$ cat src/hw/rtl/txtovl_pkg.sv
// Shared types, constants and the font map of the text overlay character generator.
`default_nettype none

package txtovl_pkg;

  // Glyph cell size in pixels and width of the glyph atlas in cells.
  localparam int GLYPH_WIDTH   = 6;
  localparam int GLYPH_HEIGHT  = 8;
  localparam int ATLAS_COLUMNS = 26;

  // Field widths.
  localparam int CHAR_W      = 8;
  localparam int CURSOR_W    = 8;
  localparam int ORIGIN_W    = 10;
  localparam int SCREEN_W    = 12;
  localparam int TEX_W       = 8;
  localparam int COLOR_W     = 8;
  localparam int KIND_W      = 2;
  localparam int CFG_INDEX_W = 2;
  localparam int CFG_DATA_W  = 10;
  localparam int OUT_DATA_W  = 2 * SCREEN_W + 2 * TEX_W + 3 * COLOR_W + CHAR_W;

  // Depth of the command queue between front and back.
  localparam int QUEUE_DEPTH = 4;

  // Font map covers bytes ROM_FIRST up to ROM_FIRST + GLYPH_COUNT - 1.
  localparam int GLYPH_COUNT = 192;
  localparam int ROM_IDX_W   = $clog2(GLYPH_COUNT);
  localparam logic [CHAR_W-1:0] ROM_FIRST = 8'h20;
  localparam logic [CHAR_W:0]   ROM_END   = 9'(int'(ROM_FIRST) + GLYPH_COUNT);
  localparam logic [7:0]        NO_GLYPH  = 8'd255;

  // Character codes with a meaning of their own.
  localparam logic [CHAR_W-1:0] CHAR_ESCAPE  = 8'h40;
  localparam logic [CHAR_W-1:0] CHAR_COLOR   = 8'h63;
  localparam logic [CHAR_W-1:0] CHAR_MARKER  = 8'h6D;
  localparam logic [CHAR_W-1:0] CHAR_TAB     = 8'h09;
  localparam logic [CHAR_W-1:0] CHAR_NEWLINE = 8'h0A;
  localparam int TAB_BITS = 2;

  // Configuration register indexes.
  localparam logic [CFG_INDEX_W-1:0] CFG_ORIGIN_X      = 2'd0;
  localparam logic [CFG_INDEX_W-1:0] CFG_ORIGIN_Y      = 2'd1;
  localparam logic [CFG_INDEX_W-1:0] CFG_DRAW_ENABLE   = 2'd2;
  localparam logic [CFG_INDEX_W-1:0] CFG_MARKER_ENABLE = 2'd3;

  typedef enum logic [KIND_W-1:0] {
    KIND_GLYPH  = 2'd0,
    KIND_COLOR  = 2'd1,
    KIND_MARKER = 2'd2
  } kind_t;

  // One command handed from the front to the back. arg is the atlas entry of
  // a glyph, the palette index of a color change or the code of a marker.
  typedef struct packed {
    kind_t               kind;
    logic [CURSOR_W-1:0] column;
    logic [CURSOR_W-1:0] row;
    logic [7:0]          arg;
  } cmd_t;

  // Atlas entry for each byte from ROM_FIRST on; entry = atlas row * 26 + column.
  localparam logic [7:0] GLYPH_MAP [GLYPH_COUNT] = '{
    NO_GLYPH, NO_GLYPH, NO_GLYPH, NO_GLYPH, NO_GLYPH, 8'd66, 8'd63, 8'd76,
    NO_GLYPH, NO_GLYPH, NO_GLYPH, NO_GLYPH, 8'd125, 8'd62, 8'd126, 8'd75,
    8'd52, 8'd53, 8'd54, 8'd55, 8'd56, 8'd57, 8'd58, 8'd59,
    8'd60, 8'd61, 8'd65, NO_GLYPH, 8'd73, NO_GLYPH, 8'd70, 8'd74,
    NO_GLYPH, 8'd0, 8'd1, 8'd2, 8'd3, 8'd4, 8'd5, 8'd6,
    8'd7, 8'd8, 8'd9, 8'd10, 8'd11, 8'd12, 8'd13, 8'd14,
    8'd15, 8'd16, 8'd17, 8'd18, 8'd19, 8'd20, 8'd21, 8'd22,
    8'd23, 8'd24, 8'd25, 8'd68, NO_GLYPH, 8'd69, 8'd64, NO_GLYPH,
    NO_GLYPH, 8'd26, 8'd27, 8'd28, 8'd29, 8'd30, 8'd31, 8'd32,
    8'd33, 8'd34, 8'd35, 8'd36, 8'd37, 8'd38, 8'd39, 8'd40,
    8'd41, 8'd42, 8'd43, 8'd44, 8'd45, 8'd46, 8'd47, 8'd48,
    8'd49, 8'd50, 8'd51, NO_GLYPH, NO_GLYPH, NO_GLYPH, 8'd67, NO_GLYPH,
    8'd139, 8'd140, 8'd142, 8'd141, NO_GLYPH, NO_GLYPH, NO_GLYPH, NO_GLYPH,
    NO_GLYPH, NO_GLYPH, NO_GLYPH, NO_GLYPH, NO_GLYPH, NO_GLYPH, NO_GLYPH, NO_GLYPH,
    NO_GLYPH, NO_GLYPH, NO_GLYPH, NO_GLYPH, NO_GLYPH, NO_GLYPH, NO_GLYPH, NO_GLYPH,
    NO_GLYPH, NO_GLYPH, NO_GLYPH, NO_GLYPH, NO_GLYPH, NO_GLYPH, NO_GLYPH, NO_GLYPH,
    NO_GLYPH, 8'd126, NO_GLYPH, NO_GLYPH, 8'd125, 8'd72, 8'd123, 8'd130,
    8'd131, 8'd132, 8'd133, 8'd134, 8'd136, 8'd137, 8'd138, 8'd135,
    8'd71, 8'd78, 8'd79, 8'd80, 8'd81, 8'd82, 8'd83, 8'd84,
    8'd85, 8'd86, 8'd87, 8'd88, 8'd89, 8'd90, 8'd91, 8'd92,
    8'd93, 8'd94, 8'd95, 8'd96, 8'd97, 8'd98, 8'd99, 8'd100,
    8'd101, 8'd102, 8'd104, 8'd105, 8'd106, 8'd107, 8'd108, 8'd109,
    8'd110, 8'd111, 8'd112, 8'd113, 8'd114, 8'd115, 8'd116, 8'd117,
    8'd118, 8'd119, 8'd120, 8'd121, 8'd122, 8'd124, 8'd127, 8'd128
  };

  // Eight primary colors as {red, green, blue}.
  localparam logic [3*COLOR_W-1:0] PALETTE [8] = '{
    24'h000000, 24'h0000FF, 24'h00FF00, 24'h00FFFF,
    24'hFF0000, 24'hFF00FF, 24'hFFFF00, 24'hFFFFFF
  };

endpackage

`default_nettype wire

$ cat src/hw/rtl/text_overlay_character_generator_top.sv
// Text overlay character generator: front end, command queue and back end.
//
// Usage:
//   Text bytes arrive on the s_axis channel, one item per character; tuser set
//   means restart (cursor and escape state cleared, byte ignored). Each byte
//   yields zero or one result item on m_axis: a glyph draw, a color change or
//   a marker event, with the kind on tuser.
//   Registers origin_x, origin_y, draw_enable and marker_enable are written on
//   the cfg channel (index 0 to 3), which is always ready; write them only
//   while no items are in flight.
//   One byte is accepted every cycle while the four-entry command queue has
//   room. Each result passes through the queue and then the back end, a
//   three-stage pipeline of arithmetic and output register.
//   When the receiver stalls, the pipeline and then the queue fill; s_axis
//   tready drops only when the queue is full. Bytes that cause no result pass
//   through the front end alone.
//   Synchronous reset clears the cursor, escape state, registers and all
//   pipeline and queue contents.
`default_nettype none

module text_overlay_character_generator_top
  import txtovl_pkg::*;
(
  input  wire logic                   clk,
  input  wire logic                   rst,
  input  wire logic                   s_axis_tvalid,
  output logic                        s_axis_tready,
  input  wire logic [CHAR_W-1:0]      s_axis_tdata,   // [7:0] character
  input  wire logic                   s_axis_tuser,   // [0] action
  output logic                        m_axis_tvalid,
  input  wire logic                   m_axis_tready,
  // [11:0] screen_x, [23:12] screen_y, [31:24] tex_s, [39:32] tex_t,
  // [47:40] color_red, [55:48] color_green, [63:56] color_blue, [71:64] marker_code
  output logic [OUT_DATA_W-1:0]       m_axis_tdata,
  output logic [KIND_W-1:0]           m_axis_tuser,   // [1:0] kind
  input  wire logic                   cfg_valid,
  output logic                        cfg_ready,
  input  wire logic [CFG_INDEX_W-1:0] cfg_index,
  input  wire logic [CFG_DATA_W-1:0]  cfg_data
);

  logic [ORIGIN_W-1:0] origin_x;
  logic [ORIGIN_W-1:0] origin_y;
  logic                cmd_push;
  cmd_t                cmd_in;
  logic                cmd_ready;
  logic                cmd_pop;
  logic                cmd_valid;
  cmd_t                cmd_out;

  txtovl_front u_front (
    .clk           (clk),
    .rst           (rst),
    .s_axis_tvalid (s_axis_tvalid),
    .s_axis_tready (s_axis_tready),
    .s_axis_tdata  (s_axis_tdata),
    .s_axis_tuser  (s_axis_tuser),
    .cfg_valid     (cfg_valid),
    .cfg_ready     (cfg_ready),
    .cfg_index     (cfg_index),
    .cfg_data      (cfg_data),
    .origin_x      (origin_x),
    .origin_y      (origin_y),
    .cmd_push      (cmd_push),
    .cmd           (cmd_in),
    .cmd_ready     (cmd_ready)
  );

  txtovl_queue u_queue (
    .clk        (clk),
    .rst        (rst),
    .push       (cmd_push),
    .push_cmd   (cmd_in),
    .push_ready (cmd_ready),
    .pop        (cmd_pop),
    .pop_valid  (cmd_valid),
    .pop_cmd    (cmd_out)
  );

  txtovl_back u_back (
    .clk           (clk),
    .rst           (rst),
    .origin_x      (origin_x),
    .origin_y      (origin_y),
    .cmd_valid     (cmd_valid),
    .cmd           (cmd_out),
    .cmd_pop       (cmd_pop),
    .m_axis_tvalid (m_axis_tvalid),
    .m_axis_tready (m_axis_tready),
    .m_axis_tdata  (m_axis_tdata),
    .m_axis_tuser  (m_axis_tuser)
  );

endmodule

`default_nettype wire

$ cat src/hw/rtl/txtovl_front.sv
// Front end: configuration registers, cursor and escape tracking, command generation.
`default_nettype none

module txtovl_front
  import txtovl_pkg::*;
(
  input  wire logic                   clk,
  input  wire logic                   rst,
  input  wire logic                   s_axis_tvalid,
  output logic                        s_axis_tready,
  input  wire logic [CHAR_W-1:0]      s_axis_tdata,   // [7:0] character
  input  wire logic                   s_axis_tuser,   // [0] action (1 restart)
  input  wire logic                   cfg_valid,
  output logic                        cfg_ready,
  input  wire logic [CFG_INDEX_W-1:0] cfg_index,
  input  wire logic [CFG_DATA_W-1:0]  cfg_data,
  output logic [ORIGIN_W-1:0]         origin_x,
  output logic [ORIGIN_W-1:0]         origin_y,
  output logic                        cmd_push,
  output cmd_t                        cmd,
  input  wire logic                   cmd_ready
);

  typedef enum logic [3:0] {
    ESC_NORMAL = 4'b0001,
    ESC_AT     = 4'b0010,
    ESC_COLOR  = 4'b0100,
    ESC_MARK   = 4'b1000
  } esc_t;

  logic                draw_enable;
  logic                marker_enable;
  logic [CURSOR_W-1:0] column;
  logic [CURSOR_W-1:0] row;
  esc_t                esc;
  logic [CURSOR_W-1:0] column_next;
  logic [CURSOR_W-1:0] row_next;
  esc_t                esc_next;

  logic                accept;
  logic                in_rom;
  logic [ROM_IDX_W-1:0] rom_idx;
  logic [7:0]          rom_entry;
  logic [CURSOR_W:0]   tab_sum;
  logic [CURSOR_W:0]   tab_stop;
  logic [CURSOR_W-1:0] column_inc;
  logic [CURSOR_W-1:0] column_tab;
  logic [CURSOR_W-1:0] row_inc;

  assign cfg_ready     = 1'b1;
  assign s_axis_tready = cmd_ready;
  assign accept        = s_axis_tvalid && s_axis_tready;

  always_ff @(posedge clk) begin
    if (rst) begin
      origin_x      <= '0;
      origin_y      <= '0;
      draw_enable   <= 1'b0;
      marker_enable <= 1'b0;
    end else if (cfg_valid && cfg_ready) begin
      case (cfg_index)
        CFG_ORIGIN_X:      origin_x      <= cfg_data[ORIGIN_W-1:0];
        CFG_ORIGIN_Y:      origin_y      <= cfg_data[ORIGIN_W-1:0];
        CFG_DRAW_ENABLE:   draw_enable   <= cfg_data[0];
        CFG_MARKER_ENABLE: marker_enable <= cfg_data[0];
        default: ;
      endcase
    end
  end

  // Space itself is in the map range but never drawn.
  assign in_rom    = ({1'b0, s_axis_tdata} > {1'b0, ROM_FIRST}) &&
                     ({1'b0, s_axis_tdata} < ROM_END);
  assign rom_idx   = in_rom ? ROM_IDX_W'(s_axis_tdata - ROM_FIRST) : '0;
  assign rom_entry = GLYPH_MAP[rom_idx];

  assign column_inc = (column == '1) ? column : column + 1'b1;
  assign row_inc    = (row == '1) ? row : row + 1'b1;
  assign tab_sum    = {1'b0, column} + (CURSOR_W+1)'(1 << TAB_BITS);
  assign tab_stop   = {tab_sum[CURSOR_W:TAB_BITS], TAB_BITS'(0)};
  assign column_tab = tab_stop[CURSOR_W] ? '1 : tab_stop[CURSOR_W-1:0];

  always_comb begin
    logic plain;
    plain       = 1'b0;
    column_next = column;
    row_next    = row;
    esc_next    = esc;
    cmd_push    = 1'b0;
    cmd.kind    = KIND_GLYPH;
    cmd.column  = column;
    cmd.row     = row;
    cmd.arg     = '0;
    if (accept) begin
      if (s_axis_tuser) begin
        column_next = '0;
        row_next    = '0;
        esc_next    = ESC_NORMAL;
      end else begin
        case (esc)
          ESC_AT: begin
            if (s_axis_tdata == CHAR_COLOR) begin
              esc_next = ESC_COLOR;
            end else if (s_axis_tdata == CHAR_MARKER) begin
              esc_next = ESC_MARK;
            end else begin
              // A broken escape falls back to ordinary text.
              esc_next = ESC_NORMAL;
              plain    = 1'b1;
            end
          end
          ESC_COLOR: begin
            esc_next = ESC_NORMAL;
            cmd_push = draw_enable;
            cmd.kind = KIND_COLOR;
            cmd.arg  = {5'b0, s_axis_tdata[2:0]};
          end
          ESC_MARK: begin
            esc_next = ESC_NORMAL;
            cmd_push = marker_enable;
            cmd.kind = KIND_MARKER;
            cmd.arg  = s_axis_tdata;
          end
          default: begin
            esc_next = ESC_NORMAL;
            plain    = 1'b1;
          end
        endcase
        if (plain) begin
          if (s_axis_tdata == CHAR_ESCAPE) begin
            esc_next = ESC_AT;
          end else if (s_axis_tdata < ROM_FIRST) begin
            if (s_axis_tdata == CHAR_TAB) begin
              column_next = column_tab;
            end else if (s_axis_tdata == CHAR_NEWLINE) begin
              column_next = '0;
              row_next    = row_inc;
            end
          end else begin
            cmd_push    = draw_enable && in_rom && (rom_entry != NO_GLYPH);
            cmd.kind    = KIND_GLYPH;
            cmd.arg     = rom_entry;
            column_next = column_inc;
          end
        end
      end
    end
  end

  always_ff @(posedge clk) begin
    if (rst) begin
      column <= '0;
      row    <= '0;
      esc    <= ESC_NORMAL;
    end else begin
      column <= column_next;
      row    <= row_next;
      esc    <= esc_next;
    end
  end

`ifndef SYNTHESIS
  a_restart_clears: assert property (@(posedge clk) disable iff (rst)
    (accept && s_axis_tuser) |=> (column == '0 && row == '0 && esc == ESC_NORMAL))
    else $error("restart did not clear cursor and escape state");
  a_push_on_accept: assert property (@(posedge clk) disable iff (rst)
    cmd_push |-> (accept && !s_axis_tuser))
    else $error("command pushed without an accepted character");
`endif

endmodule

`default_nettype wire

$ cat src/hw/rtl/txtovl_queue.sv
// Short command queue between the front end and the back end.
`default_nettype none

module txtovl_queue
  import txtovl_pkg::*;
(
  input  wire logic  clk,
  input  wire logic  rst,
  input  wire logic  push,
  input  wire cmd_t  push_cmd,
  output logic       push_ready,
  input  wire logic  pop,
  output logic       pop_valid,
  output cmd_t       pop_cmd
);

  localparam int PTR_W   = (QUEUE_DEPTH > 1) ? $clog2(QUEUE_DEPTH) : 1;
  localparam int COUNT_W = $clog2(QUEUE_DEPTH + 1);
  localparam logic [PTR_W-1:0]   PTR_LAST = PTR_W'(QUEUE_DEPTH - 1);
  localparam logic [COUNT_W-1:0] COUNT_FULL = COUNT_W'(QUEUE_DEPTH);

  cmd_t               slots [QUEUE_DEPTH];
  logic [PTR_W-1:0]   wr_ptr;
  logic [PTR_W-1:0]   rd_ptr;
  logic [COUNT_W-1:0] count;
  logic               do_push;
  logic               do_pop;

  assign push_ready = (count != COUNT_FULL);
  assign pop_valid  = (count != '0);
  assign pop_cmd    = slots[rd_ptr];
  assign do_push    = push && push_ready;
  assign do_pop     = pop && pop_valid;

  always_ff @(posedge clk) begin
    if (do_push) begin
      slots[wr_ptr] <= push_cmd;
    end
  end

  always_ff @(posedge clk) begin
    if (rst) begin
      wr_ptr <= '0;
      rd_ptr <= '0;
      count  <= '0;
    end else begin
      if (do_push) begin
        wr_ptr <= (wr_ptr == PTR_LAST) ? '0 : wr_ptr + 1'b1;
      end
      if (do_pop) begin
        rd_ptr <= (rd_ptr == PTR_LAST) ? '0 : rd_ptr + 1'b1;
      end
      if (do_push && !do_pop) begin
        count <= count + 1'b1;
      end else if (do_pop && !do_push) begin
        count <= count - 1'b1;
      end
    end
  end

`ifndef SYNTHESIS
  a_count_bound: assert property (@(posedge clk) disable iff (rst)
    count <= COUNT_FULL)
    else $error("queue count beyond depth");
  a_pop_drains: assert property (@(posedge clk) disable iff (rst)
    (do_pop && !do_push) |=> (count == $past(count) - 1'b1))
    else $error("queue count did not drop after a pop");
`endif

endmodule

`default_nettype wire

$ cat src/hw/rtl/txtovl_back.sv
// Back end: position and atlas arithmetic pipeline with the output register.
`default_nettype none

module txtovl_back
  import txtovl_pkg::*;
(
  input  wire logic                  clk,
  input  wire logic                  rst,
  input  wire logic [ORIGIN_W-1:0]   origin_x,
  input  wire logic [ORIGIN_W-1:0]   origin_y,
  input  wire logic                  cmd_valid,
  input  wire cmd_t                  cmd,
  output logic                       cmd_pop,
  output logic                       m_axis_tvalid,
  input  wire logic                  m_axis_tready,
  // [11:0] screen_x, [23:12] screen_y, [31:24] tex_s, [39:32] tex_t,
  // [47:40] color_red, [55:48] color_green, [63:56] color_blue, [71:64] marker_code
  output logic [OUT_DATA_W-1:0]      m_axis_tdata,
  output logic [KIND_W-1:0]          m_axis_tuser    // [1:0] kind
);

  // Quotient by ATLAS_COLUMNS through a reciprocal; the estimate is low by at
  // most one for 8-bit entries, which one compare and subtract repairs.
  localparam int RECIP_SHIFT = 16;
  localparam int RECIP       = (1 << RECIP_SHIFT) / ATLAS_COLUMNS;
  localparam int RECIP_W     = $clog2(RECIP + 1);
  localparam int PROD_W      = 8 + RECIP_W;
  localparam int COLPX_W     = $clog2(255 * GLYPH_WIDTH + 1);
  localparam int ROWPX_W     = $clog2(255 * GLYPH_HEIGHT + 1);
  // origin (at most 1023) plus 255 cells of at most 16 pixels stays below 2**13.
  localparam int SUM_W       = SCREEN_W + 1;
  localparam int REM_W       = 16;
  localparam logic [7:0] COLS = 8'(ATLAS_COLUMNS);

  // Stage 1.
  logic                s1_valid;
  kind_t               s1_kind;
  logic [7:0]          s1_arg;
  logic [7:0]          s1_q;
  logic [COLPX_W-1:0]  s1_col_px;
  logic [ROWPX_W-1:0]  s1_row_px;
  // Stage 2.
  logic                s2_valid;
  kind_t               s2_kind;
  logic [7:0]          s2_arg;
  logic [7:0]          s2_q;
  logic [7:0]          s2_r;
  logic [SCREEN_W-1:0] s2_x;
  logic [SCREEN_W-1:0] s2_y;

  logic                out_adv;
  logic                s2_adv;
  logic                s1_adv;
  logic [PROD_W-1:0]   q_prod;
  logic [REM_W-1:0]    rem_full;
  logic [7:0]          rem_raw;
  logic [SUM_W-1:0]    x_sum;
  logic [SUM_W-1:0]    y_sum;
  logic [15:0]         tex_s_full;
  logic [15:0]         tex_t_full;
  logic [3*COLOR_W-1:0] rgb;
  logic [OUT_DATA_W-1:0] tdata_next;
  kind_t               out_kind;

  assign out_adv = !m_axis_tvalid || m_axis_tready;
  assign s2_adv  = !s2_valid || out_adv;
  assign s1_adv  = !s1_valid || s2_adv;
  assign cmd_pop = cmd_valid && s1_adv;

  assign q_prod = PROD_W'(cmd.arg) * PROD_W'(RECIP);

  always_ff @(posedge clk) begin
    if (rst) begin
      s1_valid <= 1'b0;
    end else if (s1_adv) begin
      s1_valid <= cmd_valid;
    end
  end

  always_ff @(posedge clk) begin
    if (cmd_pop) begin
      s1_kind   <= cmd.kind;
      s1_arg    <= cmd.arg;
      s1_q      <= q_prod[RECIP_SHIFT +: 8];
      s1_col_px <= COLPX_W'(cmd.column * COLPX_W'(GLYPH_WIDTH));
      s1_row_px <= ROWPX_W'(cmd.row * ROWPX_W'(GLYPH_HEIGHT));
    end
  end

  assign rem_full = REM_W'(s1_arg) - REM_W'(s1_q) * REM_W'(COLS);
  assign rem_raw  = rem_full[7:0];
  assign x_sum    = SUM_W'(origin_x) + SUM_W'(s1_col_px);
  assign y_sum    = SUM_W'(origin_y) + SUM_W'(s1_row_px);

  always_ff @(posedge clk) begin
    if (rst) begin
      s2_valid <= 1'b0;
    end else if (s2_adv) begin
      s2_valid <= s1_valid;
    end
  end

  always_ff @(posedge clk) begin
    if (s1_valid && s2_adv) begin
      s2_kind <= s1_kind;
      s2_arg  <= s1_arg;
      if (rem_raw >= COLS) begin
        s2_q <= s1_q + 1'b1;
        s2_r <= rem_raw - COLS;
      end else begin
        s2_q <= s1_q;
        s2_r <= rem_raw;
      end
      s2_x <= x_sum[SCREEN_W] ? '1 : x_sum[SCREEN_W-1:0];
      s2_y <= y_sum[SCREEN_W] ? '1 : y_sum[SCREEN_W-1:0];
    end
  end

  // Atlas texel origins wrap at 256.
  assign tex_s_full = 16'(s2_r) * 16'(GLYPH_WIDTH);
  assign tex_t_full = 16'(s2_q) * 16'(GLYPH_HEIGHT);
  assign rgb        = PALETTE[s2_arg[2:0]];

  // Fields that do not belong to the kind of the item stay zero.
  always_comb begin
    tdata_next = '0;
    case (s2_kind)
      KIND_GLYPH: begin
        tdata_next[11:0]  = s2_x;
        tdata_next[23:12] = s2_y;
        tdata_next[31:24] = tex_s_full[TEX_W-1:0];
        tdata_next[39:32] = tex_t_full[TEX_W-1:0];
      end
      KIND_COLOR: begin
        tdata_next[47:40] = rgb[23:16];
        tdata_next[55:48] = rgb[15:8];
        tdata_next[63:56] = rgb[7:0];
      end
      KIND_MARKER: begin
        tdata_next[11:0]  = s2_x;
        tdata_next[23:12] = s2_y;
        tdata_next[71:64] = s2_arg;
      end
      default: ;
    endcase
  end

  always_ff @(posedge clk) begin
    if (rst) begin
      m_axis_tvalid <= 1'b0;
    end else if (out_adv) begin
      m_axis_tvalid <= s2_valid;
    end
  end

  always_ff @(posedge clk) begin
    if (s2_valid && out_adv) begin
      out_kind     <= s2_kind;
      m_axis_tdata <= tdata_next;
    end
  end

  assign m_axis_tuser = out_kind;

`ifndef SYNTHESIS
  a_pop_enters_pipe: assert property (@(posedge clk) disable iff (rst)
    cmd_pop |=> s1_valid)
    else $error("popped command did not enter the first stage");
`endif

endmodule

`default_nettype wire
$ cat config.mk
export PLATFORM = sky130hd
export DESIGN_NAME = text_overlay_character_generator_top
export DESIGN_NICKNAME = d
export VERILOG_FILES = /design/src/hw/rtl/txtovl_pkg.sv /design/src/hw/rtl/text_overlay_character_generator_top.sv /design/src/hw/rtl/txtovl_front.sv /design/src/hw/rtl/txtovl_queue.sv /design/src/hw/rtl/txtovl_back.sv
export SDC_FILE = /design/constraint.sdc
export NUM_CORES = 1
export LEC_CHECK = 0
export CORE_ASPECT_RATIO = 1.1
export CORE_UTILIZATION = 38
export CTS_BUF_LIST = sky130_fd_sc_hd__clkbuf_4 sky130_fd_sc_hd__clkbuf_8 sky130_fd_sc_hd__clkbuf_16
export DETAILED_ROUTE_END_ITERATION = 10
export DONT_BUFFER_PORTS = 1
export SLEW_MARGIN = 20
export SYNTH_ARGS = -nofsm -noshare
export SYNTH_HDL_FRONTEND = slang
export SYNTH_SLANG_ARGS = --single-unit
export TNS_END_PERCENT = 30
$ cat constraint.sdc
create_clock -name clk -period 7.9 [get_ports clk]
set_clock_uncertainty 0.2 [all_clocks]
set_input_delay 1.58 -clock clk [delete_from_list [all_inputs] [get_ports clk]]
set_output_delay 1.58 -clock clk [all_outputs]
set_load 0.02 [all_outputs]
==> summary.md, run 1 <==
| Metric | Value |
|---|---|
| Status | `completed` |
| Final wirelength | `30800 um` |
| Fin. max-slew vios | `0` |
| Post-DP HPWL | `22100 um` |
| Reg area | `7540 um2` |
| Synth warn | `0` |
| Fillcell total | `3468` |
| VDD IR max | `0.201 mV` |
| Via count | `9140` |
| Largest cells by area after synthesis | `edfxtp_1, ha_1, dfxtp_1, mux4_2, fa_1` |
| Routed len/inst | `18.1 um` |
| Post_cts resized | `0` |
| Least-Margin Pin Slew | `1030 ps` |
| CP Data Arrival Time | `6210 ps` |
| Die area | `39100 um2` |
| First-pass GRT wire length | `49500 um` |
| Vias in the first global route | `9201` |
| Max Clock Freq | `168 MHz` |
| Finished Cell Area | `15800 um2` |
| Commonest non-fill, non-tap cell in the layout | `edfxtp_1` |
| Fin. Hold Viols | `0` |
| FF+latch count, synth | `269` |
| Placement row count | `74` |
| Crit. End Element | `register` |
| Core box area | `37400 um2` |
| Most frequent cells in the layout | `edfxtp_1, nor2_1, ha_1` |
| DRC Markers | `0` |
| CTS Sinks | `269` |
| Worst-skew pair later-pin latency | `530 ps` |
| Cell Count, Final, Fillers Out | `1698` |
| CTS tree | `done` |
| Most used flip-flop cell after synthesis | `edfxtp_1` |
| Overall routing resource usage | `0.158` |
| Final Power | `0.00534 W` |
| Post-synth EDFFs | `215` |
| Leakage power | `5.99 nW` |
| Initial antenna violation count | `0` |
| Initial drt markers | `636` |
| Gpl congestion | `0.889` |
| Overflow left after global routing | `0` |
| DRT Pass-1 Iters | `5` |
| Root Buffer | `clkbuf_16` |
| Nets | `1322` |
| Cell Area, Synth | `14600 um2` |
| Maxcap violations | `0` |
| DR vias/cell | `5.38` |
| Num CTS Buffers | `26` |
| Power Dens Cells | `339 nW/um2` |
| Sequential area share after synthesis | `0.518` |
| Setup TNS | `0 ps` |
| Multi-input gate area | `6260 um2` |
| Kind of critical path | `in -> reg` |
| Tmin final | `5950 ps` |
| Count of cell types in the netlist | `91` |
| Share of cells above drive strength 1 | `0.105` |
| Synth top area share | `0.443` |
| Rel. slew slack | `0.312` |
| Pre-CTS WS | `1610 ps` |
| Required time of the worst setup path | `8170 ps` |
| Setup-failing EPs final | `0` |
| CTS max path bufs | `3` |
| Pin count of the biggest net entering global routing | `51` |
| Syn Inst Count | `1218` |
| Die width | `189 um` |
| Setup Buffers After CTS | `0` |
| Final WS setup | `1950 ps` |
| CTS HTree Levels | `1` |
| Clk pin slew, worst setup/hold paths | `60 ps` |
| Ports | `103` |
| CP max FO | `21` |
| Area leader, netlist | `edfxtp_1` |
| Synth Area per Inst | `12.0 um2` |
| FFs w/ async S/R, synth | `0` |
| Synthesis-to-layout area growth | `8.21%` |
| Chip height | `207 um` |
| Port Buffers | `0` |
| RSZ-0062 raised after global routing | `no` |
| Placed cell areas | `14900 um2` |
| Dpl cells | `1649` |
| Min-Delay Path Class | `reg -> reg` |
| Cts-stage hold buffer count | `0` |
| Fin crit share | `0.753` |
| # diodes | `0` |
| Remaining antenna violation count | `0` |
| Starting Density | `0.389` |
| Crit start category | `input pin` |
through the flow:
stage,hold slack [ps],utilization
detailed placement,206,0.397
global placement,201,0.397
finish,218,0.421
floorplan,200,-
CTS,220,0.421
global route,226,0.421
final timing paths:
path	endpoint	cells past startpoint	slack, ps	start
worst min register to register	u_back.s2_arg[5]	0	220	u_back.s1_arg[5]
worst max register to register	u_back.s1_q[3]	15	2510	register
worst min-delay path	u_back.s2_arg[5]	0	220	u_back.s1_arg[5]
worst max-delay path	u_queue.count[2]	17	1950	s_axis_tdata[7]
critical path, cell delays in order:
cell	delay, ps
and3_1	150
buf_4	190
nor2_1	440
nand2_1	340
ha_1	640
a31oi_2	320
a21oi_1	80
o32ai_1	350
o211ai_1	240
o2111a_1	260
a31oi_2	300
ha_1	240
inv_1	60
fa_1	380
xor2_1	180
or3_1	300
a21oi_1	140
registers in the layout (all words and copies together) (netlist names), 2 cells and up, named ones only:
name                 cells
u_back.m_axis_tdata     39
u_back.m_axis_tuser      2
u_back.s1_arg            8
u_back.s1_col_px        10
u_back.s1_kind           2
u_back.s1_q              4
u_back.s1_row_px         8
u_back.s2_arg            8
u_back.s2_kind           2
u_back.s2_q              4
u_back.s2_x             12
u_back.s2_y             12
u_front.column           8
u_front.esc              4
u_front.origin_x        10
u_front.origin_y        10
u_front.row              8
u_queue.count            3
u_queue.rd_ptr           2
u_queue.slots          104
u_queue.wr_ptr           2
routing by layer:
metal	GRT usage	vias to the layer above	part of all wire
met2	0.260	320	0.47
met3	0.0345	90	0.068
met5	0	-	0
met4	0.0709	0	0.041
li1	-	4377	-
met1	0.197	4353	0.42
report_power, final:
part	internal [W]	leakage (nW)	switching, W
logic	0.000911	2.99	0.00117
registers	0.00188	2.57	0.000153
clock network	0.000734	0.432	0.000491
synth_stat cells (5+ instances only):
cell        n
edfxtp_1  215
nor2_1     94
ha_1       90
inv_1      87
a21oi_1    60
dfxtp_1    54
nand2_1    50
nor2b_1    40
o21ai_0    40
buf_4      37
mux2i_1    32
and2_1     27
mux4_2     26
clkbuf_1   23
buf_2      22
fa_1       22
nand3_1    21
xnor2_1    19
nor3_1     16
nand2b_1   14
a31oi_1    13
a21o_1     12
o211ai_1   10
a211oi_1    9
a22oi_1     9
o21bai_1    8
or3_1       8
xor2_1      8
nor3b_1     7
buf_1       6
nand3b_1    6
nand4_1     6
o22ai_1     6
o31ai_1     6
a21boi_0    5
a311oi_1    5
and3_1      5
o21a_1      5
o221ai_1    5
or2_2       5
cells by family (layout without fill, tap and decap cells):
logic type      after synthesis  after routing  share of synthesized area
compound gates              249            249                      0.121
other cells                   2             13                   0.000516
fa+ha+maj                   112            112                      0.108
simple gates                323            323                      0.117
xor+xnor                     27             27                     0.0162
buf+inv                     177            152                     0.0576
flops                       269            269                      0.518
mux                          59             59                     0.0630
cell type report:
class,instances,share of cell area
multi-input cells,783,0.397
clock buffers,39,0.0483
inverters,88,0.0210
flip-flops and latches,269,0.478
well taps,494,0.0392
repair buffers,16,0.00842
clock inverters,9,0.00715
(Power assumes the default switching activity.)
==> run 2, diff against run 1 <==
Clock period 7.9 ns to 5.34 ns, I/O delays scaled along.
==> run 2 against run 1 <==
- critical path depth shrank 2
- wire length is 1.8% higher
- clock-buffer cell count fell by 3
- die area is the same
- first-iteration DRC count down 19%
- power is 48% higher
- cell area grew 0.65%
- global-route usage is 0.39 points higher
- critical path type is now reg -> reg
==> summary.md, run 2 (same netlist as run 1, synthesis figures left out) <==
| Metric | Value |
|---|---|
| RSZ-0062 raised after global routing | `no` |
| Root Buffer | `clkbuf_16` |
| Hold path startpoint | `u_back.s1_arg[7]` |
| Hold worst-path end | `u_back.s2_arg[7]` |
| Commonest non-fill, non-tap cell in the layout | `edfxtp_1` |
| Reg2reg setup slack | `390 ps (-2120 ps)` |
| Leakage power | `6.05 nW (+1.0%)` |
| Rel. slew slack | `0.262 (-0.0499)` |
| CP max FO | `10 (-52%)` |
| First-pass GRT wire length | `50800 um (+2.5%)` |
| CP Data Arrival Time | `5010 ps (-1200 ps)` |
| Gpl congestion | `0.969 (+9.0%)` |
| Fin. max-slew vios | `0 (unchanged)` |
| # diodes | `0 (unchanged)` |
| Clk pin slew, worst setup/hold paths | `60 ps (about the same)` |
| DR vias/cell | `5.37 (-0.18%)` |
| Core box area | `37400 um2 (unchanged)` |
| CP max-delay cell | `mux4_2` |
| Placement row count | `74 (unchanged)` |
| Status | `completed` |
| Crit start category | `register` |
| Clk pwr share | `0.231 (+0.002)` |
| Synthesis-to-layout area growth | `8.91%` |
| CTS Sinks | `269 (unchanged)` |
| Vias in the first global route | `9151 (-0.54%)` |
| Num CTS Buffers | `25 (-3.8%)` |
| Chip height | `207 um (unchanged)` |
| Tmin final | `4950 ps` |
| Kind of critical path | `reg -> reg` |
| Overflow left after global routing | `0 (unchanged)` |
| Fillcell total | `3496 (+0.81%)` |
| Worst-skew pair later-pin latency | `510 ps (-20 ps)` |
| DRC Markers | `0 (unchanged)` |
| Pre-CTS WS | `87.2 ps (-1520 ps)` |
| CTS max path bufs | `3 (unchanged)` |
| Setup TNS | `0 ps (unchanged)` |
| Cts-stage hold buffer count | `0 (unchanged)` |
| DRT Pass-1 Iters | `5 (unchanged)` |
| Largest register FFs | `104 (unchanged)` |
| Register with the most flip-flops | `u_queue.slots` |
| Dpl cells | `1662 (+0.79%)` |
| Routed len/inst | `18.4 um (+1.2%)` |
| Reg area | `7540 um2 (about the same)` |
| Pin count of the biggest net entering global routing | `51 (unchanged)` |
| Multi-input gate area | `6260 um2 (unchanged)` |
| Die area | `39100 um2 (unchanged)` |
| Sequential share of power | `0.380 (about the same)` |
| Initial drt markers | `516 (-19%)` |
| Setup-failing EPs final | `0 (unchanged)` |
| GRT met2 Usage | `0.279 (+0.0189)` |
| Final wirelength | `31300 um (+1.8%)` |
| Share of power burned in combinational logic | `0.389 (about the same)` |
| Hold depth | `0 (unchanged)` |
| Crit-path max cell delay | `650 ps (about the same)` |
| CTS HTree Levels | `1 (unchanged)` |
| Post-DP HPWL | `22300 um (+1.1%)` |
| Required time of the worst setup path | `5400 ps (-2770 ps)` |
| Power Dens Cells | `497 nW/um2 (+47%)` |
| Internal | `0.00524 W (+49%)` |
| Cell Count, Final, Fillers Out | `1708 (+0.59%)` |
| Grt met1 use | `0.199 (+0.00108)` |
| Nets | `1334 (+0.91%)` |
| M3 GR Usage | `0.0265 (-0.00795)` |
| Die width | `189 um (unchanged)` |
| Initial antenna violation count | `0 (unchanged)` |
| Switching Fraction | `0.336 (-0.00454)` |
| Least-Margin Pin Slew | `1100 ps (+74.5 ps)` |
| Fin crit share | `0.927` |
| Port Buffers | `0 (unchanged)` |
| Reg-to-reg critical path endpoint | `u_back.s1_q[3]` |
| Utilization after layout | `0.424 (+0.00274)` |
| Remaining antenna violation count | `0 (unchanged)` |
| Via count | `9177 (+0.40%)` |
| Crit. End Element | `register` |
| Most frequent cells in the layout | `edfxtp_1, nor2_1, ha_1` |
| Maxcap violations | `0 (unchanged)` |
| CTS tree | `done` |
| Min-Delay Path Class | `reg -> reg` |
| Ports | `103 (unchanged)` |
| Crit path cell chain | `mux4_2 -> fa_1 -> inv_1 -> fa_1 -> inv_1 -> ha_1 -> fa_1 -> ha_1 -> a21o_1 -> a21o_1 -> a21oi_1 -> a31oi_1 -> o21ai_0 -> nand2b_1 -> a21o_1` |
| Final WS setup | `391 ps (-1560 ps)` |
| Overall routing resource usage | `0.162 (+0.00388)` |
| Psw | `0.00265 W (+46%)` |
| GRT Max-Usage Layer | `met2` |
| Largest regs | `u_queue.slots (104), u_back.m_axis_tdata (39)` |
| Max Clock Freq | `202 MHz` |
| Fin. Hold Viols | `0 (unchanged)` |
| R2R cell count | `15 (unchanged)` |
| Share of cells above drive strength 1 | `0.114 (+0.00985)` |
| VDD IR max | `0.314 mV (+56%)` |
| Starting Density | `0.389 (unchanged)` |
-- run 2: cell count changes in the layout (fill, tap and decap cells not counted), moves of 2 or more --
cell      delta
buf_4       +13
clkbuf_4     -5
clkbuf_8     +3
clkinv_1     -2
clkinv_2     +2
-- run 2: per-layer routing --
layer  vias up  share of wire
li1       4397              -
met1      4427           0.42
met2       275           0.49
met3        78          0.053
met4         0          0.040
met5         -              0
-- run 2: how the worst max path moves through the flow --
stage | from | to | depth (start not counted)
final | register | u_back.s1_q[3] | 15
after global routing | register | u_back.s1_q[3] | 15
after CTS | register | u_back.s1_q[3] | 15
after detailed placement | s_axis_tdata[5] | u_queue.count[2] | 19
after global placement | s_axis_tdata[7] | u_queue.count[2] | 18
after floorplan | register | u_back.s1_q[3] | 17
-- run 2: critical path: cells and delay by family, from the launching register on --
family	cells	cell delay, ps
flops	1	460
fa+ha+maj	5	2180
mux	1	650
simple gates	1	100
buf+inv	2	90
compound gates	6	1010
-- run 2: metrics by stage --
stage	power, W	hold WS (ps)	cell area, um2
after CTS	0.00802	219	15800
after floorplan	0.00551	200	14600
after detailed placement	0.00614	207	15000
after global placement	0.00610	203	15000
after global routing	0.00867	226	15900
final	0.00789	214	15900
-- run 2: area by class of cell --
type                    instances  area share
flip-flops and latches        269       0.476
repair buffers                 29      0.0150
clock inverters                 9     0.00805
clock buffers                  36      0.0466
inverters                      88      0.0208
multi-input cells             783       0.395
well taps                     494      0.0390
-- run 2: power by group through the flow --
stage	logic, W	clock network (W)	registers (W)
after floorplan	0.00252	0	0.00298
after global placement	0.00307	0	0.00303
after detailed placement	0.00309	0	0.00305
after CTS	0.00314	0.00188	0.00300
after global routing	0.00369	0.00195	0.00304
final	0.00307	0.00182	0.00300
-- run 2: what timing repair did --
item / in CTS / in global routing
endpoints found under the setup margin: 0 / 2
gates resized for setup: 0 / 2
setup buffers: 0 / 0
==> run 3, diff against run 2 <==
Settings changed: SYNTH_HIERARCHICAL set to 1.
Clock period 5.34 ns to 4.1 ns, I/O delays scaled along.
==> run 3 against run 2 <==
- the flow now finishes with violations (negative setup slack)
- final cell count increased by 8.4%
- power fell by 18%
- sequential cell count unchanged
- critical endpoint is now u_back/s1_q[2]
- largest power group is now sequential cells
==> summary.md, run 3 <==
| Metric | Value |
|---|---|
| Clk pin slew, worst setup/hold paths | `60 ps (about the same)` |
| Cell Area, Synth | `14600 um2 (about the same)` |
| Sequential area share after synthesis | `0.518 (about the same)` |
| Syn Inst Count | `1223 (+0.41%)` |
| Most frequent cells in the layout | `edfxtp_1, buf_4, nor2_1` |
| Leakage power | `6.53 nW (+7.9%)` |
| Maxcap violations | `0 (unchanged)` |
| RSZ-0062 raised after global routing | `yes` |
| Chip height | `207 um (about the same)` |
| Synth Area per Inst | `11.9 um2 (-0.47%)` |
| Starting Density | `0.389 (about the same)` |
| Post-synth top cells | `edfxtp_1, ha_1, nor2_1, inv_1, nand2_1` |
| Overflow left after global routing | `0 (unchanged)` |
| Crit start category | `register` |
| Crit-path max cell delay | `650 ps (about the same)` |
| CTS tree | `done` |
| CTS HTree Levels | `1 (unchanged)` |
| Largest cells by area after synthesis | `edfxtp_1, ha_1, dfxtp_1, mux4_2, fa_1` |
| DRT Pass-1 Iters | `5 (unchanged)` |
| Synthesis-to-layout area growth | `18.2%` |
| Via count | `9898 (+7.9%)` |
| Synth top area share | `0.444 (about the same)` |
| Overall routing resource usage | `0.180 (+0.0188)` |
| # diodes | `0 (unchanged)` |
| Final WS setup | `-268 ps (-659 ps)` |
| Post-DP HPWL | `26100 um (+17%)` |
| Fin. Hold Viols | `0 (unchanged)` |
| FFs w/ async S/R, synth | `0 (unchanged)` |
| CTS max path bufs | `3 (unchanged)` |
| Min-Delay Path Class | `in -> reg` |
| Max Clock Freq | `229 MHz (+13%)` |
| Nets | `1474 (+10%)` |
| Kind of critical path | `reg -> reg` |
| FF+latch count, synth | `269 (unchanged)` |
| CTS Sinks | `269 (unchanged)` |
| Least-Margin Pin Slew | `1070 ps (-27.8 ps)` |
| Crit path cell chain | `mux4_2 -> fa_1 -> xor2_1 -> ha_1 -> ha_1 -> inv_1 -> fa_1 -> inv_2 -> ha_4 -> nand4_1 -> nor3_2 -> a21oi_2 -> o21ai_2 -> xor2_1` |
| VDD IR max | `0.303 mV (-3.6%)` |
| Most used flip-flop cell after synthesis | `edfxtp_1` |
| Setup-failing EPs final | `5 (+5)` |
| Worst-skew pair later-pin latency | `540 ps (+30 ps)` |
| Fillcell total | `3372 (-3.5%)` |
| Vias in the first global route | `9910 (+8.3%)` |
| Port Buffers | `0 (unchanged)` |
| Multi-input gate area | `6510 um2 (+3.9%)` |
| Final Power | `0.00644 W (-18%)` |
| Pin count of the biggest net entering global routing | `50 (-2.0%)` |
| Fin. max-slew vios | `0 (unchanged)` |
| Share of cells above drive strength 1 | `0.230 (+0.115)` |
| Root Buffer | `clkbuf_16` |
| Utilization after layout | `0.460 (+0.0360)` |
| Die width | `189 um (about the same)` |
| Num CTS Buffers | `27 (+8.0%)` |
| Initial antenna violation count | `0 (unchanged)` |
| Largest regs | `u_queue/slots (104), u_back/m_axis_tdata (39)` |
| CP Data Arrival Time | `4440 ps (-570 ps)` |
| Violated checks | `negative setup slack` |
| CP max-delay cell | `mux4_2` |
| Ports | `103 (unchanged)` |
| Setup TNS | `-1080 ps (-1080 ps)` |
| Count of cell types in the netlist | `91 (unchanged)` |
| Final wirelength | `35600 um (+13%)` |
| Reg area | `7540 um2 (about the same)` |
| DR vias/cell | `5.35 (-0.48%)` |
| Required time of the worst setup path | `4170 ps (-1230 ps)` |
| Largest register FFs | `104 (unchanged)` |
| Synth warn | `6 (+6)` |
| Placement row count | `74 (unchanged)` |
| Gpl congestion | `0.980 (+1.2%)` |
| Die area | `39100 um2 (about the same)` |
| Core box area | `37400 um2 (unchanged)` |
| Cts-stage hold buffer count | `0 (unchanged)` |
| CP max FO | `7 (-3)` |
| Rel. slew slack | `0.281 (+0.0186)` |
| Area leader, netlist | `edfxtp_1` |
| Tmin final | `4370 ps (-581 ps)` |
| Fin crit share | `1.07 (+0.139)` |
| Routed len/inst | `19.2 um (+4.7%)` |
| DRC Markers | `0 (unchanged)` |
| Commonest non-fill, non-tap cell in the layout | `edfxtp_1` |
| Power Dens Cells | `374 nW/um2 (-25%)` |
| Min Hold Slack | `173 ps (-41.0 ps)` |
| Most frequent cell after synthesis | `edfxtp_1` |
| Register with the most flip-flops | `u_queue/slots` |
| Post-synth EDFFs | `215 (unchanged)` |
| Remaining antenna violation count | `0 (unchanged)` |
| Crit. End Element | `register` |
| Initial drt markers | `623 (+21%)` |
| Status | `complete, but fails checks` |
| First-pass GRT wire length | `55400 um (+9.0%)` |
==> run 3: worst paths after layout <==
kind                     start                    to  slack (ps)  cells past startpoint
min                        rst  u_back/m_axis_tvalid         170                      1
max                   register        u_back/s1_q[2]        -270                     14
max reg2reg           register        u_back/s1_q[2]        -270                     14
min reg2reg  u_back/s1_kind[0]     u_back/s2_kind[0]         220                      0
==> run 3: worst max-delay path: cells and delay by family (launching register included) <==
kind	cells	cell delay, ps
AOI/OAI and AO/OA	2	260
xor gates and xnor gates	2	260
adders and majority gates	5	1870
buffers and inverters	2	80
DFF	1	420
muxes	1	650
and+or+nand+nor	2	360
==> run 3: layout make-up <==
type,count,share of cell area
Timing Repair Buffer,163,0.0769
Multi-Input combinational cell,806,0.378
Clock inverter,20,0.0141
Inverter,69,0.0155
Sequential cell,269,0.438
Tap cell,494,0.0359
Clock buffer,30,0.0409
==> run 3: cell families after synthesis <==
| logic type | Yosys count | synth area share |
|---|---|---|
| AOI/OAI and AO/OA | 224 | 0.105 |
| xor gates and xnor gates | 27 | 0.0163 |
| adders and majority gates | 112 | 0.106 |
| buffers and inverters | 159 | 0.0543 |
| DFF | 269 | 0.518 |
| muxes | 65 | 0.0672 |
| other | 2 | 0.000516 |
| and+or+nand+nor | 365 | 0.133 |
==> run 3: per-layer routing <==
layer | share of wire | track usage | vias up
li1 | - | - | 4708
met1 | 0.42 | 0.223 | 4788
met2 | 0.50 | 0.315 | 316
met3 | 0.047 | 0.0250 | 86
met4 | 0.040 | 0.0748 | 0
met5 | 0 | 0 | -
==> run 3: per-stage QoR <==
| step | std cells | worst slack, ps | cell area (um2) |
|---|---|---|---|
| 6_report | 1851 | -268 | 17200 |
| 5_1_grt | 1851 | -490 | 17200 |
| 4_1_cts | 1846 | -319 | 17100 |
| 3_5_place_dp | 1794 | -805 | 16100 |
| 3_3_place_gp | 1794 | -717 | 16100 |
| 2_1_floorplan | 1234 | -459 | 14800 |
==> run 3: repair_timing <==
item	in CTS	in global routing
setup buffers	2	3
gates resized for setup	14	4
pin swaps	12	5
endpoints found under the setup margin	6	6
==> run 3: power by group <==
part | switching (W) | internal, W | leakage (nW)
logic | 0.000458 | 0.000372 | 3.67
clock network | 0.00102 | 0.00156 | 0.470
registers | 0.0000325 | 0.00299 | 2.39
